--- config.mk ---
export PLATFORM = sky130hd
export DESIGN_NAME = tracking_frame_axis_rate_control
export DESIGN_NICKNAME = d
export VERILOG_FILES = /design/src/sv/tfarc_pkg.sv /design/src/sv/tracking_frame_axis_rate_control.sv /design/src/sv/tfarc_parser.sv /design/src/sv/tfarc_axis.sv
export VERILOG_INCLUDE_DIRS = /design/src /design/src/sv
export SDC_FILE = /design/constraint.sdc
export NUM_CORES = 2
export LEC_CHECK = 0
export ABC_AREA = 1
export BUFFER_PORTS_ARGS = -buffer_cell sky130_fd_sc_hd__buf_2
export CAP_MARGIN = 20
export CELL_PAD_IN_SITES_DETAIL_PLACEMENT = 0
export CELL_PAD_IN_SITES_GLOBAL_PLACEMENT = 2
export CORE_MARGIN = 2
export CORE_UTILIZATION = 35
export DETAILED_ROUTE_END_ITERATION = 8
export PLACE_DENSITY_LB_ADDON = 0.12
export SLEW_MARGIN = 20
export SYNTH_ARGS = -nofsm -noshare
export SYNTH_HDL_FRONTEND = slang
export SYNTH_SLANG_ARGS = --single-unit
export TNS_END_PERCENT = 50
--- constraint.sdc ---
create_clock -name aclk -period 14.25 [get_ports aclk]
set_clock_uncertainty 0.05 [all_clocks]
set_input_delay 1.425 -clock aclk [delete_from_list [all_inputs] [get_ports aclk]]
set_output_delay 1.425 -clock aclk [all_outputs]
set_load 0.01 [all_outputs]
--- src/sv/tracking_frame_axis_rate_control_defines.svh ---
// Assertion macros shared by the tracking frame rate control RTL.
`ifndef TRACKING_FRAME_AXIS_RATE_CONTROL_DEFINES_SVH
`define TRACKING_FRAME_AXIS_RATE_CONTROL_DEFINES_SVH
`ifndef NO_ASSERTIONS
// Property checked at every clock edge outside reset.
`define TFARC_ASSERT(label, clk, rstn, prop) \
    label: assert property (@(posedge clk) disable iff (!(rstn)) (prop)) \
        else $error("tfarc check failed");
// Property checked at the clock edge that follows a trigger condition.
`define TFARC_ASSERT_STEP(label, clk, rstn, cond, prop) \
    label: assert property (@(posedge clk) disable iff (!(rstn)) (cond) |=> (prop)) \
        else $error("tfarc check failed");
`else
`define TFARC_ASSERT(label, clk, rstn, prop)
`define TFARC_ASSERT_STEP(label, clk, rstn, cond, prop)
`endif
`endif

--- src/sv/tfarc_pkg.sv ---
// Types, codes and reset values for the tracking frame rate control block.
package tfarc_pkg;

    localparam int CFG_IDX_W  = 4;
    localparam int CFG_DATA_W = 16;

    localparam logic [7:0] HDR_A = 8'hFC;
    localparam logic [7:0] HDR_B = 8'hCF;

    // Event kinds on the input channel
    localparam logic [1:0] KIND_BYTE     = 2'd0;
    localparam logic [1:0] KIND_LINE_ERR = 2'd1;
    localparam logic [1:0] KIND_TICK     = 2'd2;

    // Result actions
    localparam logic [1:0] ACT_NONE  = 2'd0;
    localparam logic [1:0] ACT_DRIVE = 2'd1;
    localparam logic [1:0] ACT_HOLD  = 2'd2;

    // Configuration register indexes
    localparam logic [CFG_IDX_W-1:0] REG_ENABLE       = 4'd0;
    localparam logic [CFG_IDX_W-1:0] REG_DEAD_BAND    = 4'd1;
    localparam logic [CFG_IDX_W-1:0] REG_MIN_RATE     = 4'd2;
    localparam logic [CFG_IDX_W-1:0] REG_MAX_RATE     = 4'd3;
    localparam logic [CFG_IDX_W-1:0] REG_GAIN         = 4'd4;
    localparam logic [CFG_IDX_W-1:0] REG_TIMEOUT_MS   = 4'd5;
    localparam logic [CFG_IDX_W-1:0] REG_PITCH_INVERT = 4'd6;
    localparam logic [CFG_IDX_W-1:0] REG_YAW_INVERT   = 4'd7;

    // Reset values of the configuration registers
    localparam logic [7:0]  RST_DEAD_BAND  = 8'd3;
    localparam logic [15:0] RST_MIN_RATE   = 16'd200;
    localparam logic [15:0] RST_MAX_RATE   = 16'd4000;
    localparam logic [7:0]  RST_GAIN       = 8'd15;
    localparam logic [15:0] RST_TIMEOUT_MS = 16'd200;

    typedef enum logic [2:0] {
        PH_HUNT  = 3'd0,
        PH_HDR2  = 3'd1,
        PH_PAY0  = 3'd2,
        PH_PAY1  = 3'd3,
        PH_PAY2  = 3'd4,
        PH_PAY3  = 3'd5,
        PH_TAIL1 = 3'd6,
        PH_TAIL2 = 3'd7
    } phase_t;

    typedef struct packed {
        logic        enable;
        logic [7:0]  dead_band;
        logic [15:0] min_rate;
        logic [15:0] max_rate;
        logic [7:0]  gain;
        logic [15:0] timeout_ms;
        logic        pitch_invert;
        logic        yaw_invert;
    } cfg_t;

    // Outcome of one transaction as decided by the frame parser
    typedef struct packed {
        logic [1:0]         action;
        logic signed [15:0] err_x;
        logic signed [15:0] err_y;
        logic [31:0]        good;
        logic [31:0]        bad;
    } step_t;

endpackage

--- src/sv/tracking_frame_axis_rate_control.sv ---
// Top level of the tracking frame rate control block.
//
// The input channel carries one UART event per transaction: a received byte,
// a line error or a millisecond tick. Every input transaction yields exactly
// one result transaction, in order, carrying the action, the pitch and yaw
// commands, the held X and Y errors and the frame counters.
// The write port sets the eight control registers; write only while idle.
// The datapath is a four-register pipeline: input register, parser result,
// axis magnitude stage and output register. One transaction is taken every
// cycle when the output is drained; the single 16 by 8 multiply per axis
// sets the stage split.
// When the receiver stalls, results fill the stages behind the output
// register and s_ready falls once all four stages hold a transaction.
// Synchronous reset empties the pipeline, returns the parser to hunting
// for a header, zeroes the counters, held errors and tick time, and loads
// the register defaults.
`include "tracking_frame_axis_rate_control_defines.svh"
module tracking_frame_axis_rate_control (
    input  logic                             aclk,
    input  logic                             aresetn,
    input  logic                             cfg_wr_en,
    input  logic [tfarc_pkg::CFG_IDX_W-1:0]  cfg_index,
    input  logic [tfarc_pkg::CFG_DATA_W-1:0] cfg_wdata,
    input  logic                             s_valid,
    output logic                             s_ready,
    input  logic [1:0]                       s_kind,
    input  logic [7:0]                       s_rx_byte,
    output logic                             m_valid,
    input  logic                             m_ready,
    output logic [1:0]                       m_action,
    output logic                             m_pitch_run,
    output logic                             m_pitch_reverse,
    output logic [15:0]                      m_pitch_rate,
    output logic                             m_yaw_run,
    output logic                             m_yaw_reverse,
    output logic [15:0]                      m_yaw_rate,
    output logic signed [15:0]               m_last_err_x,
    output logic signed [15:0]               m_last_err_y,
    output logic [31:0]                      m_good_frames,
    output logic [31:0]                      m_bad_frames
);
    import tfarc_pkg::*;

    cfg_t       cfg_reg, cfg_next;
    logic [3:0] v_reg, v_next;
    logic [3:0] rdy;
    logic [1:0] kind_reg;
    logic [7:0] byte_reg;
    step_t      step_next;
    step_t      st1_reg, st2_reg, st3_reg;
    logic       step_en;
    logic       drive;

    always_comb begin
        cfg_next = cfg_reg;
        if (cfg_wr_en) begin
            case (cfg_index)
                REG_ENABLE:       cfg_next.enable       = cfg_wdata[0];
                REG_DEAD_BAND:    cfg_next.dead_band    = cfg_wdata[7:0];
                REG_MIN_RATE:     cfg_next.min_rate     = cfg_wdata;
                REG_MAX_RATE:     cfg_next.max_rate     = cfg_wdata;
                REG_GAIN:         cfg_next.gain         = cfg_wdata[7:0];
                REG_TIMEOUT_MS:   cfg_next.timeout_ms   = cfg_wdata;
                REG_PITCH_INVERT: cfg_next.pitch_invert = cfg_wdata[0];
                REG_YAW_INVERT:   cfg_next.yaw_invert   = cfg_wdata[0];
                default: ;
            endcase
        end
    end

    always_ff @(posedge aclk) begin
        if (!aresetn) begin
            cfg_reg.enable       <= 1'b0;
            cfg_reg.dead_band    <= RST_DEAD_BAND;
            cfg_reg.min_rate     <= RST_MIN_RATE;
            cfg_reg.max_rate     <= RST_MAX_RATE;
            cfg_reg.gain         <= RST_GAIN;
            cfg_reg.timeout_ms   <= RST_TIMEOUT_MS;
            cfg_reg.pitch_invert <= 1'b0;
            cfg_reg.yaw_invert   <= 1'b0;
        end else begin
            cfg_reg <= cfg_next;
        end
    end

    // A stage can take a transaction when it is empty or its contents move on.
    always_comb begin
        rdy[3] = !v_reg[3] || m_ready;
        for (int k = 2; k >= 0; k--) begin
            rdy[k] = !v_reg[k] || rdy[k+1];
        end
        v_next[0] = rdy[0] ? s_valid : v_reg[0];
        for (int k = 1; k < 4; k++) begin
            v_next[k] = rdy[k] ? v_reg[k-1] : v_reg[k];
        end
    end

    always_ff @(posedge aclk) begin
        if (!aresetn) begin
            v_reg <= '0;
        end else begin
            v_reg <= v_next;
        end
    end

    assign s_ready = rdy[0];
    assign step_en = v_reg[0] && rdy[1];

    always_ff @(posedge aclk) begin
        if (rdy[0]) begin
            kind_reg <= s_kind;
            byte_reg <= s_rx_byte;
        end
        if (rdy[1]) begin
            st1_reg <= step_next;
        end
        if (rdy[2]) begin
            st2_reg <= st1_reg;
        end
        if (rdy[3]) begin
            st3_reg <= st2_reg;
        end
    end

    tfarc_parser u_parser (
        .aclk    (aclk),
        .aresetn (aresetn),
        .step_en (step_en),
        .kind    (kind_reg),
        .rx_byte (byte_reg),
        .cfg     (cfg_reg),
        .step    (step_next)
    );

    assign drive = (st1_reg.action == ACT_DRIVE);

    tfarc_axis u_pitch (
        .aclk      (aclk),
        .load_a    (rdy[2]),
        .load_b    (rdy[3]),
        .drive     (drive),
        .err       (st1_reg.err_y),
        .invert    (cfg_reg.pitch_invert),
        .dead_band (cfg_reg.dead_band),
        .min_rate  (cfg_reg.min_rate),
        .max_rate  (cfg_reg.max_rate),
        .gain      (cfg_reg.gain),
        .run       (m_pitch_run),
        .reverse   (m_pitch_reverse),
        .rate      (m_pitch_rate)
    );

    tfarc_axis u_yaw (
        .aclk      (aclk),
        .load_a    (rdy[2]),
        .load_b    (rdy[3]),
        .drive     (drive),
        .err       (st1_reg.err_x),
        .invert    (cfg_reg.yaw_invert),
        .dead_band (cfg_reg.dead_band),
        .min_rate  (cfg_reg.min_rate),
        .max_rate  (cfg_reg.max_rate),
        .gain      (cfg_reg.gain),
        .run       (m_yaw_run),
        .reverse   (m_yaw_reverse),
        .rate      (m_yaw_rate)
    );

    assign m_valid       = v_reg[3];
    assign m_action      = st3_reg.action;
    assign m_last_err_x  = st3_reg.err_x;
    assign m_last_err_y  = st3_reg.err_y;
    assign m_good_frames = st3_reg.good;
    assign m_bad_frames  = st3_reg.bad;

    `TFARC_ASSERT(a_quiet_axes, aclk, aresetn, m_valid && m_action != ACT_DRIVE |-> !m_pitch_run && !m_yaw_run && m_pitch_rate == 16'd0 && m_yaw_rate == 16'd0)
    `TFARC_ASSERT(a_rate_cap, aclk, aresetn, m_valid && m_pitch_run |-> m_pitch_rate <= cfg_reg.max_rate)
    `TFARC_ASSERT(a_full_stall, aclk, aresetn, !s_ready |-> v_reg == 4'hF && !m_ready)
    `TFARC_ASSERT_STEP(a_drain, aclk, aresetn, m_valid && m_ready && !v_reg[2], !m_valid)

endmodule

--- src/sv/tfarc_parser.sv ---
// Frame parser, tick timer, held errors and frame counters.
`include "tracking_frame_axis_rate_control_defines.svh"
module tfarc_parser (
    input  logic             aclk,
    input  logic             aresetn,
    input  logic             step_en,
    input  logic [1:0]       kind,
    input  logic [7:0]       rx_byte,
    input  tfarc_pkg::cfg_t  cfg,
    output tfarc_pkg::step_t step
);
    import tfarc_pkg::*;

    phase_t             phase_reg, phase_next;
    logic [7:0]         pay_reg [4];
    logic [3:0]         pay_wr;
    logic [31:0]        ms_now_reg, ms_now_next;
    logic [31:0]        ms_last_reg, ms_last_next;
    logic signed [15:0] err_x_reg, err_x_next;
    logic signed [15:0] err_y_reg, err_y_next;
    logic [31:0]        good_reg, good_next;
    logic [31:0]        bad_reg, bad_next;
    logic [1:0]         action;
    phase_t             restart;
    logic [31:0]        elapsed;

    always_comb begin
        phase_next   = phase_reg;
        pay_wr       = '0;
        ms_now_next  = ms_now_reg;
        ms_last_next = ms_last_reg;
        err_x_next   = err_x_reg;
        err_y_next   = err_y_reg;
        good_next    = good_reg;
        bad_next     = bad_reg;
        action       = ACT_NONE;
        restart      = (rx_byte == HDR_A) ? PH_HDR2 : PH_HUNT;
        elapsed      = ms_now_reg + 32'd1 - ms_last_reg;
        case (kind)
            KIND_BYTE: begin
                case (phase_reg)
                    PH_HUNT: phase_next = restart;
                    PH_HDR2: phase_next = (rx_byte == HDR_B) ? PH_PAY0 : restart;
                    PH_PAY0: begin
                        pay_wr[0]  = 1'b1;
                        phase_next = PH_PAY1;
                    end
                    PH_PAY1: begin
                        pay_wr[1]  = 1'b1;
                        phase_next = PH_PAY2;
                    end
                    PH_PAY2: begin
                        pay_wr[2]  = 1'b1;
                        phase_next = PH_PAY3;
                    end
                    PH_PAY3: begin
                        pay_wr[3]  = 1'b1;
                        phase_next = PH_TAIL1;
                    end
                    PH_TAIL1: begin
                        if (rx_byte == HDR_B) begin
                            phase_next = PH_TAIL2;
                        end else begin
                            bad_next   = bad_reg + 32'd1;
                            phase_next = restart;
                        end
                    end
                    PH_TAIL2: begin
                        if (rx_byte == HDR_A) begin
                            good_next = good_reg + 32'd1;
                            if (cfg.enable) begin
                                err_x_next   = {pay_reg[1], pay_reg[0]};
                                err_y_next   = {pay_reg[3], pay_reg[2]};
                                ms_last_next = ms_now_reg;
                                action       = ACT_DRIVE;
                            end else begin
                                action = ACT_HOLD;
                            end
                        end else begin
                            bad_next = bad_reg + 32'd1;
                        end
                        phase_next = restart;
                    end
                    default: phase_next = PH_HUNT;
                endcase
            end
            KIND_LINE_ERR: begin
                bad_next   = bad_reg + 32'd1;
                phase_next = PH_HUNT;
            end
            KIND_TICK: begin
                ms_now_next = ms_now_reg + 32'd1;
                // The difference wraps with the tick counter, as intended.
                if (!cfg.enable || elapsed > 32'(cfg.timeout_ms)) begin
                    action = ACT_HOLD;
                end
            end
            default: ;
        endcase
    end

    assign step.action = action;
    assign step.err_x  = err_x_next;
    assign step.err_y  = err_y_next;
    assign step.good   = good_next;
    assign step.bad    = bad_next;

    always_ff @(posedge aclk) begin
        if (!aresetn) begin
            phase_reg   <= PH_HUNT;
            ms_now_reg  <= '0;
            ms_last_reg <= '0;
            err_x_reg   <= '0;
            err_y_reg   <= '0;
            good_reg    <= '0;
            bad_reg     <= '0;
        end else if (step_en) begin
            phase_reg   <= phase_next;
            ms_now_reg  <= ms_now_next;
            ms_last_reg <= ms_last_next;
            err_x_reg   <= err_x_next;
            err_y_reg   <= err_y_next;
            good_reg    <= good_next;
            bad_reg     <= bad_next;
        end
    end

    always_ff @(posedge aclk) begin
        for (int i = 0; i < 4; i++) begin
            if (step_en && pay_wr[i]) begin
                pay_reg[i] <= rx_byte;
            end
        end
    end

    `TFARC_ASSERT_STEP(a_bad_only_on_step, aclk, aresetn, !step_en, bad_reg == $past(bad_reg))
    `TFARC_ASSERT_STEP(a_tick_only_on_step, aclk, aresetn, !step_en, ms_now_reg == $past(ms_now_reg))

endmodule

--- src/sv/tfarc_axis.sv ---
// Two-stage rate calculation for one motor axis.
module tfarc_axis (
    input  logic               aclk,
    input  logic               load_a,
    input  logic               load_b,
    input  logic               drive,
    input  logic signed [15:0] err,
    input  logic               invert,
    input  logic [7:0]         dead_band,
    input  logic [15:0]        min_rate,
    input  logic [15:0]        max_rate,
    input  logic [7:0]         gain,
    output logic               run,
    output logic               reverse,
    output logic [15:0]        rate
);
    logic [15:0] mag;
    logic        run_a_reg;
    logic        rev_a_reg;
    logic [15:0] excess_a_reg;
    logic [23:0] product;
    logic [24:0] sum;
    logic [15:0] clamped;
    logic        run_reg;
    logic        rev_reg;
    logic [15:0] rate_reg;

    // The most negative error gives 0x8000, which is its true magnitude.
    assign mag = err[15] ? 16'(-err) : 16'(err);

    always_ff @(posedge aclk) begin
        if (load_a) begin
            run_a_reg    <= drive && (mag > {8'd0, dead_band});
            rev_a_reg    <= err[15] ^ invert;
            excess_a_reg <= mag - {8'd0, dead_band};
        end
    end

    assign product = excess_a_reg * gain;
    assign sum     = 25'(product) + 25'(min_rate);
    assign clamped = (sum > 25'(max_rate)) ? max_rate : sum[15:0];

    always_ff @(posedge aclk) begin
        if (load_b) begin
            run_reg  <= run_a_reg;
            rev_reg  <= run_a_reg && rev_a_reg;
            rate_reg <= run_a_reg ? clamped : 16'd0;
        end
    end

    assign run     = run_reg;
    assign reverse = rev_reg;
    assign rate    = rate_reg;

endmodule
==> flow_metrics.env <==
export IMPL_grt_max_degree=102
export IMPL_synth_area_per_cell_um2=8.53
export IMPL_dp_hpwl_um=86400
export IMPL_cts_root_buf="clkbuf_16"
export IMPL_crit_reg2reg_launch="cfg_reg[21]$_SDFFE_PN1P_"
export IMPL_start_util_pct=35.3
export IMPL_synth_cell_type_count=55
export IMPL_yosys_warnings=0
export IMPL_drive_gt1_share_pct=8.01
export IMPL_hold_viol=0
export IMPL_r2r_end="u_pitch.rate[6]$_SDFFCE_PN0P_"
export IMPL_p_leak_nw=22.8
export IMPL_min_period_over_period_pct=47.7
export IMPL_clk_path_buf_depth=3
export IMPL_cts_num_sinks=642
export IMPL_hold_buffers=0
export IMPL_max_freq_ghz=0.147
export IMPL_worstHoldPathType="reg2reg"
export IMPL_antenna_diode_count=0
export IMPL_ir_drop_mv=0.0880
export IMPL_gr_total_overflow=0
export IMPL_cts_setup_buffers=0
export IMPL_setup_tns_ns=0
export IMPL_maxCapViolCount=0
export IMPL_worstSetupPathType="reg2reg"
export IMPL_yosys_area_top_type_share_pct=30.8
export IMPL_cp_start_kind="flip-flop"
export IMPL_power_density_nw_per_um2=131
export IMPL_placed_area_um2=42100
export IMPL_synth_area_top_cells="edfxtp_1 31%, dfxtp_1 12%, fa_1 10%, nand2_1 10%, inv_1 9.3%"
export IMPL_seq_area_frac_synth_pct=42.6
export IMPL_syn_to_final_growth_pct=12.2
export IMPL_regToRegSetupSlack_ns=7.46
export IMPL_fin_util_pct=39.6
export IMPL_finalNonFillerCells=6342
export IMPL_grt_pass1_wl_um=179000
export IMPL_synth_area_um2=39800
export IMPL_synth_common_cells="1065 x nand2_1, 981 x inv_1, 408 x edfxtp_1"
export IMPL_dieArea_um2=116000
export IMPL_design_area_um2=44700
export IMPL_max_slew_margin_pct=27.5
export IMPL_synth_net_count=5097
export IMPL_cts_buffers=78
export IMPL_cpMostUsedCell="nand2_1"
export IMPL_portBuffers=170
export IMPL_rsz0062_at_grt="false"
export IMPL_drt_iter0_markers=1500
export IMPL_crit_path_max_fanout=18
export IMPL_h_tree_depth=3
export IMPL_setup_worst_path_end_class="flip-flop"
export IMPL_synth_main_ff_cell="edfxtp_1"
export IMPL_synth_seq_cells=642
export IMPL_ant_nets=0
export IMPL_hold_start="st2_reg[81]$_DFFE_PP_"
export IMPL_drtPass1Iterations=5
export IMPL_nNetsFinal=5212
export IMPL_grtUsageTotal_pct=19.9
export IMPL_endpoint="u_pitch.rate[6]$_SDFFCE_PN0P_"
export IMPL_reg2reg_depth=29
export IMPL_dp_cells=6198
export IMPL_place_gp_congestion=0.817
export IMPL_wl_um=115000
export IMPL_holdWs_ns=0.357
export IMPL_yosysTopAreaCell="edfxtp_1"
export IMPL_maxSlewViolCount=0
export IMPL_vias_per_cell=4.61
export IMPL_die_y_um=341
export IMPL_cts_tree="built"
export IMPL_worst_pin_slew_ns=1.09
export IMPL_startpoint="cfg_reg[21]$_SDFFE_PN1P_"
export IMPL_ios=171
export IMPL_num_rows=123
export IMPL_antenna_found_initial=4
export IMPL_yosysMostFrequentCell="nand2_1"
export IMPL_synth_edf_count=408
export IMPL_synth_cells=4663
export IMPL_status="complete, no violations"
export IMPL_cts_resized=0
export IMPL_routedWlPerCell_um=18.1
export IMPL_vias=29200
export IMPL_cts_clk_slew_worst_paths_ns=0.06
export IMPL_grt_pass1_vias=29900
export IMPL_finalSetupViolations=0
export IMPL_critPathSlowestCell="dfxtp_1"
export IMPL_drc_errors=0
export IMPL_max_stage_delay_ns=0.84
export IMPL_fin_crit_ns=6.79
export IMPL_async_flop_share_pct=0
export IMPL_cp_arrival_ns=7.16
export IMPL_holdPathStages=0
export IMPL_core_area_um2=113000
export IMPL_die_w_um=341
export IMPL_insertion_delay_ns=0.66
export IMPL_cp_required_ns=14.62
-- critical path: cells and delay by family (launching register included) --
kind | cells | cell delay [ns]
adders and majority gates | 6 | 2.63
and+or+nand+nor | 14 | 1.42
buffers and inverters | 6 | 0.93
DFF | 1 | 0.84
AOI/OAI and AO/OA | 2 | 0.38
xor gates and xnor gates | 1 | 0.30
-- report_power, final --
part           switching, mW  total [mW]  internal (mW)
sequential            0.0404        2.07           2.03
clock                  0.843        2.02           1.18
combinational           1.20        1.78          0.579
-- stage by stage --
step / total power, mW / setup WS [ns]
after global routing: 6.30 / 6.87
after CTS: 5.98 / 7.29
after detailed placement: 3.92 / 7.30
final: 5.87 / 7.46
after global placement: 3.94 / 7.15
after floorplan: 3.38 / 3.42
-- cell type report --
class                      count  area (µm²)
fill                       11700       68000
multi-input combinational   2873       18500
sequential                   642       16900
inverter                     991        3740
clock buffer                 107        2130
tap                         1500        1880
timing repair buffer         192        1020
clock inverter                37         473
-- logic make-up (layout without fill, tap and decap cells) --
group / Yosys count / count (layout) / synth area share [%]
multiplexers: 32 / 32 / 0.805
buffers and inverters: 1148 / 1327 / 11.0
flip-flops: 642 / 642 / 42.6
adder cells (fa/ha/maj): 399 / 399 / 16.4
AND/OR/NAND/NOR: 1722 / 1722 / 17.9
AO/OA/AOI/OAI: 575 / 575 / 8.15
XOR/XNOR: 145 / 145 / 3.19
-- worst min-delay path by stage --
stage                                   to  slack (ns)
4_1_cts              st2_reg[61]$_DFFE_PP_        0.36
5_1_grt        m_good_frames[27]$_DFFE_PP_        0.37
3_5_place_dp    m_bad_frames[15]$_DFFE_PP_        0.35
3_3_place_gp         st2_reg[63]$_DFFE_PP_        0.35
2_1_floorplan        m_action[0]$_DFFE_PP_        0.35
6_report         m_last_err_x[1]$_DFFE_PP_        0.36
-- cells in the final DEF (no fill, tap or decap), types with 6 or more instances in the layout --
| master | count |
|---|---|
| buf_2 | 170 |
| nor4_1 | 13 |
| a211oi_2 | 28 |
| clkbuf_1 | 24 |
| nand3_1 | 161 |
| mux2i_1 | 32 |
| inv_2 | 9 |
| and2_1 | 6 |
| a21oi_1 | 276 |
| xor2_1 | 133 |
| fa_1 | 203 |
| nor2_2 | 8 |
| a211oi_1 | 9 |
| bufinv_16 | 6 |
| inv_1 | 978 |
| buf_4 | 21 |
| nand2_1 | 1064 |
| nor3_1 | 42 |
| o21ai_1 | 15 |
| o211ai_1 | 11 |
| o21ai_0 | 196 |
| nand4_1 | 47 |
| nor3_2 | 8 |
| dfxtp_1 | 234 |
| ha_1 | 196 |
| clkinv_2 | 10 |
| nand3b_1 | 10 |
| inv_6 | 7 |
| xnor2_1 | 12 |
| o21bai_1 | 14 |
| nor2_1 | 340 |
| edfxtp_1 | 408 |
| clkbuf_16 | 80 |
-- metal layers --
layer | vias up | track usage, % | routed length, µm
met4 | 6 | 4.96 | 2180
li1 | 14900 | - | -
met5 | - | 0 | 38
met1 | 13900 | 26.5 | 53200
met3 | 118 | 2.47 | 3730
met2 | 383 | 34.3 | 55500
(Power assumes the default switching activity.)
